==> src/dtf_pkg.sv <==
package dtf_pkg;

   localparam int TABLE_DEPTH = 16;
   localparam int IDX_W       = $clog2(TABLE_DEPTH);
   localparam int CNT_W       = $clog2(TABLE_DEPTH + 1);

   localparam int CAT_W  = 8;
   localparam int BOX_W  = 13;
   localparam int CONF_W = 16;
   localparam int CNTR_W = 8;
   localparam int TOL_W  = 16;
   localparam int SF_W   = 9;
   localparam int FS_W   = 14;
   localparam int THR_W  = TOL_W + FS_W;
   localparam int DATA_W = 80;
   localparam int USER_W = 2;

   localparam int CSR_ADDR_W = 3;
   localparam int CSR_DATA_W = 16;

   localparam logic [CSR_ADDR_W-1:0] CSR_TOLERANCE = 3'd0;
   localparam logic [CSR_ADDR_W-1:0] CSR_SMOOTHING = 3'd1;
   localparam logic [CSR_ADDR_W-1:0] CSR_VISIBLE   = 3'd2;
   localparam logic [CSR_ADDR_W-1:0] CSR_HIDDEN    = 3'd3;
   localparam logic [CSR_ADDR_W-1:0] CSR_FRAME_W   = 3'd4;
   localparam logic [CSR_ADDR_W-1:0] CSR_FRAME_H   = 3'd5;

   localparam logic [SF_W-1:0] SF_ONE = 9'd256;

   typedef enum logic [2:0] {
      ST_IDLE,
      ST_SEARCH,
      ST_BLEND,
      ST_AGE,
      ST_EMIT
   } state_type;

   typedef struct packed {
      logic [CAT_W-1:0]  cat;
      logic [BOX_W-1:0]  x;
      logic [BOX_W-1:0]  y;
      logic [BOX_W-1:0]  w;
      logic [BOX_W-1:0]  h;
      logic [CONF_W-1:0] conf;
      logic [CNTR_W-1:0] vis;
      logic [CNTR_W-1:0] hid;
      logic              matched;
   } entry_type;

   typedef struct packed {
      logic load;
      logic clr_idx;
      logic idx_inc;
      logic append;
      logic clr_field;
      logic blend;
      logic age_step;
      logic age_fin;
      logic emit_load;
      logic emit_empty;
   } cmd_type;

   typedef struct packed {
      logic at_end;
      logic hit;
      logic det_last;
      logic field_last;
      logic out_free;
      logic emit_zero;
      logic ent_hidden;
      logic emit_last;
   } sts_type;

endpackage

==> src/dtf_ctrl.sv <==
module dtf_ctrl
   import dtf_pkg::*;
(
   input  logic    clock,
   input  logic    reset,
   input  logic    req_fire,
   input  sts_type sts,
   output logic    req_ready,
   output cmd_type cmd
);

   state_type state_ff, state_in;

   always_ff @(posedge clock) begin
      if (reset) begin
         state_ff <= ST_IDLE;
      end else begin
         state_ff <= state_in;
      end
   end

   always_comb begin
      state_in = state_ff;
      unique case (state_ff)
         ST_IDLE: begin
            if (req_fire) state_in = ST_SEARCH;
         end
         ST_SEARCH: begin
            if (sts.at_end) state_in = sts.det_last ? ST_AGE : ST_IDLE;
            else if (sts.hit) state_in = ST_BLEND;
         end
         ST_BLEND: begin
            if (sts.field_last) state_in = sts.det_last ? ST_AGE : ST_IDLE;
         end
         ST_AGE: begin
            if (sts.at_end) state_in = ST_EMIT;
         end
         ST_EMIT: begin
            if (sts.emit_zero) begin
               if (sts.out_free) state_in = ST_IDLE;
            end else if (!sts.ent_hidden && sts.out_free && sts.emit_last) begin
               state_in = ST_IDLE;
            end
         end
         default: state_in = ST_IDLE;
      endcase
   end

   always_comb begin
      cmd       = '0;
      req_ready = 1'b0;
      unique case (state_ff)
         ST_IDLE: begin
            req_ready = 1'b1;
            cmd.load    = req_fire;
            cmd.clr_idx = req_fire;
         end
         ST_SEARCH: begin
            if (sts.at_end) begin
               cmd.append  = 1'b1;
               cmd.clr_idx = 1'b1;
            end else if (sts.hit) begin
               cmd.clr_field = 1'b1;
            end else begin
               cmd.idx_inc = 1'b1;
            end
         end
         ST_BLEND: begin
            cmd.blend   = 1'b1;
            cmd.clr_idx = sts.field_last;
         end
         ST_AGE: begin
            if (sts.at_end) cmd.age_fin = 1'b1;
            else cmd.age_step = 1'b1;
         end
         ST_EMIT: begin
            if (sts.emit_zero) begin
               cmd.emit_empty = sts.out_free;
            end else if (sts.ent_hidden) begin
               cmd.idx_inc = 1'b1;
            end else if (sts.out_free) begin
               cmd.emit_load = 1'b1;
               cmd.idx_inc   = 1'b1;
            end
         end
         default: ;
      endcase
   end

   a_one_cmd: assert property (@(posedge clock) disable iff (reset)
      $onehot0({cmd.append, cmd.blend, cmd.age_step, cmd.emit_load, cmd.emit_empty}))
      else $error("conflicting table commands");
   a_ready_idle: assert property (@(posedge clock) disable iff (reset)
      req_fire |=> state_ff == ST_SEARCH)
      else $error("accepted beat did not start a search");
   a_emit_ends: assert property (@(posedge clock) disable iff (reset)
      cmd.emit_empty |=> state_ff == ST_IDLE)
      else $error("empty result did not close the frame");

endmodule

==> config.mk <==
export PLATFORM = sky130hd
export DESIGN_NAME = dtf_ctrl
export DESIGN_NICKNAME = d
export VERILOG_FILES = /design/src/dtf_pkg.sv /design/src/dtf_ctrl.sv
export SDC_FILE = /design/constraint.sdc
export NUM_CORES = 1
export LEC_CHECK = 0
export BUFFER_PORTS_ARGS = -buffer_cell sky130_fd_sc_hd__buf_2
export CORE_AREA = 3 3 40 42
export DETAILED_ROUTE_END_ITERATION = 8
export DIE_AREA = 0 0 43 45
export GPL_ROUTABILITY_DRIVEN = 0
export PLACE_DENSITY = 0.54
export SKIP_CTS_REPAIR_TIMING = 1
export SLEW_MARGIN = 25
export SYNTH_ARGS = -nofsm -noshare
export SYNTH_HDL_FRONTEND = slang
export SYNTH_SLANG_ARGS = --single-unit
==> constraint.sdc <==
create_clock -name clock -period 0.9 [get_ports clock]
set_input_delay 0 -clock clock [delete_from_list [all_inputs] [get_ports clock]]
set_output_delay 0 -clock clock [all_outputs]
set_load 0.01 [all_outputs]
Word level (Yosys, flattened, before mapping)
Index checks and enable logic that the tools add are counted.
{"block": "classes", "n_addsub": 0, "multipliers": 0, "n_div": 0, "n_lt_le_gt_ge": 0, "n_eq_ne": 10, "n_shift": 0, "mux": 30, "bitwise_logic": 0, "reduce_logical": 5}
{"operator": "3-bit two-way mux", "count": 8}
{"operator": "1-bit two-way mux", "count": 15}
{"operator": "3-bit case mux with 5 select lines", "count": 1}
{"operator": "3-bit inequality test (second input constant)", "count": 3}
{"operator": "2-bit two-way mux", "count": 4}
{"operator": "3-bit by 2-bit == test with 1-bit output (second input constant)", "count": 2}
{"operator": "2-bit inequality test (second input constant)", "count": 3}
{"operator": "6-bit AND reduction", "count": 1}
{"operator": "3-bit by 1-bit == test with 1-bit output (second input constant)", "count": 1}
{"operator": "3-bit == test (second input constant)", "count": 1}
{"operator": "3-bit logical NOT", "count": 1}
{"operator": "1-bit case mux with 3 select lines", "count": 1}
{"operator": "1-bit logical AND", "count": 2}
{"operator": "1-bit case mux with 2 select lines", "count": 1}
{"operator": "1-bit logical NOT", "count": 1}
{"block": "word_totals", "register_bits": 3, "latch_bits": 0, "ramBits": 0, "romBits": 0, "output_inout_bits": 11, "word_cells": 46, "memories": 0}

Depth between registers and ports, before layout
{"block": "depth", "ltp_word": 6, "ltp_mapped": 4, "mapped_depth_nobuf": 3}

Worst setup path after synthesis
Ideal clock, no wire load.
{"block": "synth_timing", "path_kind": "register -> register", "from": "register state_ff[2]", "to": "register state_ff[2]", "t_arrival_ps": 987, "t_required_ps": 821, "slack_ps": -166, "path_stages_with_launch": 5, "n_path_buf": 1, "synth_period_minus_slack_ps": 1066, "cell_sequence": "dfxtp_1 > buf_6 > and4b_1 > a21oi_1 > a211oi_2"}
{"block": "synth_between", "elab_chain_len": 3}
{"item": "from (decl)", "line_no": "dtf_ctrl.sv:12", "text": "state_type state_ff, state_in;"}
{"item": "from (signal assigned)", "line_no": "dtf_ctrl.sv:18", "text": "state_ff <= state_in;"}
{"item": "3-bit by 1-bit == test with 1-bit output, or another cell as far along", "line_no": "dtf_ctrl.sv:24", "text": "unique case (state_ff)"}
{"item": "3-bit inequality test (no line) / 2-bit inequality test (equally long branches)"}
{"item": "6-bit AND reduction (no line)"}
Parallel ways exist; a longest one is shown, timed or not.
A chain may end at the register's enable or synchronous reset.

==> impl_metrics.csv <==
group,metric,value,unit
outcome,outcome,"complete, but fails checks",
outcome,violations,"negative setup slack",
global_routing,gr_overflow_total,0,
power,power_density_of_the_placed_cells,1029,nW/um2
detailed_routing,drtAntennaViolNets,0,
worst_setup_path,timing.critical_path.from,"state_ff[0]",
place,numPlacedInstances,83,
layout,fillCellCount,133,
global_routing,grt_first_pass_wirelength,1490,um
floorplanning,row_count,13,
synthesis,synth_flop_cell,"dfxtp_1",
layout,area_growth_syn_to_layout,115.1,%
power,ir_drop,0.0005699,V
job,drv.max_cap_violation_count,0,
synthesis,synth_cells,42,
floorplanning,start_util,24.54,%
timing,fin_hold_ws,145.0,ps
timing,period_needed,1236,ps
worst_setup_path,cp_data_required_time,900,ps
layout,layout_commonest_cell,"buf_2",
synthesis,avgSynthCellArea,7.507,um2
layout,final_nets,89,
global_routing,antenna_found_initial,0,
floorplanning,die_area,1935,um2
layout,fin_cells,92,
worst_setup_path,regToRegStartpoint,"state_ff[1]",
floorplanning,floorplan.io_pins,22,
floorplanning,fp.coreArea,1285,um2
clock_tree,clock_buffer_count_from_cts,3,
detailed_routing,number_of_vias_per_cell_after_detailed_routing,4.870,
synthesis,synth_top_cell_area_share,19.05,%
detailed_routing,initial_drt_pass_iterations,4,
worst_setup_path,endpoint_kind_of_the_worst_setup_timing_path,"primary output",
synthesis,synth.ff_latch_count,3,
layout,postLayoutCoreUtil,52.78,%
synthesis,yosys.area.top_type,"dfxtp_1",
clock_tree,clk_pin_slew,40,ps
layout,top_regs,"state_ff x3",
timing,worst_slew_pin_slew,312.3,ps
worst_setup_path,start_kind,"flip-flop",
hold_path,worst_hold_startpoint,"sts[6]",
clock_tree,worstSkewPairLatency,230,ps
timing,rsz0062_at_grt,"yes",
synthesis,synthesis.yosys.warnings,0,
synthesis,netlist_area_before_placement,315.3,um2
synthesis,yosysSeqAreaShare,19.05,%
floorplanning,die_y,45,um
global_routing,groute.usage.overall,10.57,%
place,preCtsSetupSlack,-172.4,ps
place,port_buffers,21,
clock_tree,clk_sinks,3,
detailed_routing,detailedRoute.firstIterationViolations,1,
detailed_routing,drc_errors,0,
global_routing,largest_net_degree_at_the_start_of_global_routing,11,
timing,clock.fmax,809.1,MHz
clock_tree,cts_max_level,1,
synthesis,synth_nets,53,
place,detailed_place_hpwl,741.8,um
global_routing,via_count_of_the_first_global_routing_pass,363,
synthesis,yosysUniqueCellTypes,25,
timing,post-route-worst-setup-slack,-336.0,ps
hold_path,hp-class,"in2reg",
worst_setup_path,worst_reg2reg_path_length_in_cells,4,
detailed_routing,totalWireLength,1095,um
worst_setup_path,crit_arrival,1240,ps
floorplanning,width_of_the_die,43,um
hold_path,whs_path_depth,3,
clock_tree,cts_root_buffer,"clkbuf_4",
detailed_routing,post_drt_wl_per_cell,11.90,um
layout,largest_reg_flops,3,
timing,timing_hold_violations_final,0,
timing,slew_viol_final,0,
worst_setup_path,worstPathMaxFanout,6,
synthesis,ys_async_sr_fraction,0,%
worst_setup_path,reg2reg_slack,-200,ps
layout,post_route_cells_drive_above_1_share,71.43,%
layout,final_cell_mix,"19 x buf_2, 8 x buf_6, 5 x buf_4",
timing,timing.final.setup_violations,14,
synthesis,synth_edf_count,0,
synthesis,post_synth_main_area_contributors,"dfxtp_1 19%, nor3b_1 7.1%, and4b_1 6.3%",
layout,num_antenna_cells,0,
detailed_routing,vias,448,
timing,slew_headroom,79.04,%
timing,fin_skew,0.6799,ps
worst_setup_path,critical_path_class,"reg2out",
layout,registers.top_by_ff_count,"state_ff",
clock_tree,cts_tree,"built",
power,total_power,0.6981,mW
clock_tree,clock_tree.buffer_depth,2,
power,total_leakage_power,0.3081,nW
timing,post-route-period-util,137.3,%
[logic make-up (layout without fill, tap and decap cells)]
| group | count (synthesis) | count (layout) | share of synthesized area [%] |
|---|---|---|---|
| flops | 3 | 3 | 19.05 |
| compound gates | 11 | 11 | 28.17 |
| simple gates | 23 | 23 | 42.86 |
| buf+inv | 5 | 40 | 9.921 |
[per-stage QoR]
step,area (um2),TNS (ps)
global route,678.2,-4282
finish,678.2,-3266
global placement,509.2,-880.7
floorplan,349.1,-335.6
detailed placement,509.2,-878.1
CTS,535.5,-3607
[routing by layer]
layer	part of all wire (%)	track usage (%)	up-vias	wire length [um]
met1	39	13.46	212	424
met2	57	14.97	10	621
met3	4.6	3.586	0	50
met4	0	7.229	0	0
li1	-	-	226	-
met5	0	0	-	0
[worst max-delay path, stage by stage (launching register included)]
cell	delay [ps]
dfxtp_4	360
buf_6	120
nor3b_4	200
nand2_2	80
nor3_2	100
buf_2	150
[path summary, 6_finish.rpt]
path                       to
hold reg to reg   state_ff[0]
setup reg to reg  state_ff[0]
hold / removal    state_ff[0]
setup / recovery       cmd[1]
[report_power, final]
part | internal (mW) | switching [mW] | leakage (nW) | total, mW
clock network | 0.166 | 0.0727 | 0.0150 | 0.239
logic | 0.158 | 0.138 | 0.267 | 0.295
registers | 0.144 | 0.0193 | 0.0264 | 0.164
total | 0.469 | 0.230 | 0.308 | 0.698
[cells in the mapped netlist, types with 2 or more instances]
cell	instances
inv_1	2
and4b_1	2
nor3_1	3
dfxtp_1	3
nor2_1	5
nor3b_1	3
nand2_1	2
a21oi_1	3
nor2b_1	2
nand2b_1	2
[area by class of cell]
class                      instances  area [um2]  area share (%)
inverter                           2       7.507           1.107
sequential                         3       68.82           10.15
clock buffer                       4       26.28           3.875
tap                               15       18.77           2.768
multi-input combinational         34       314.1           46.31
timing repair buffer              34       242.7           35.79
No activity file was read; power rests on OpenSTA's default activity.
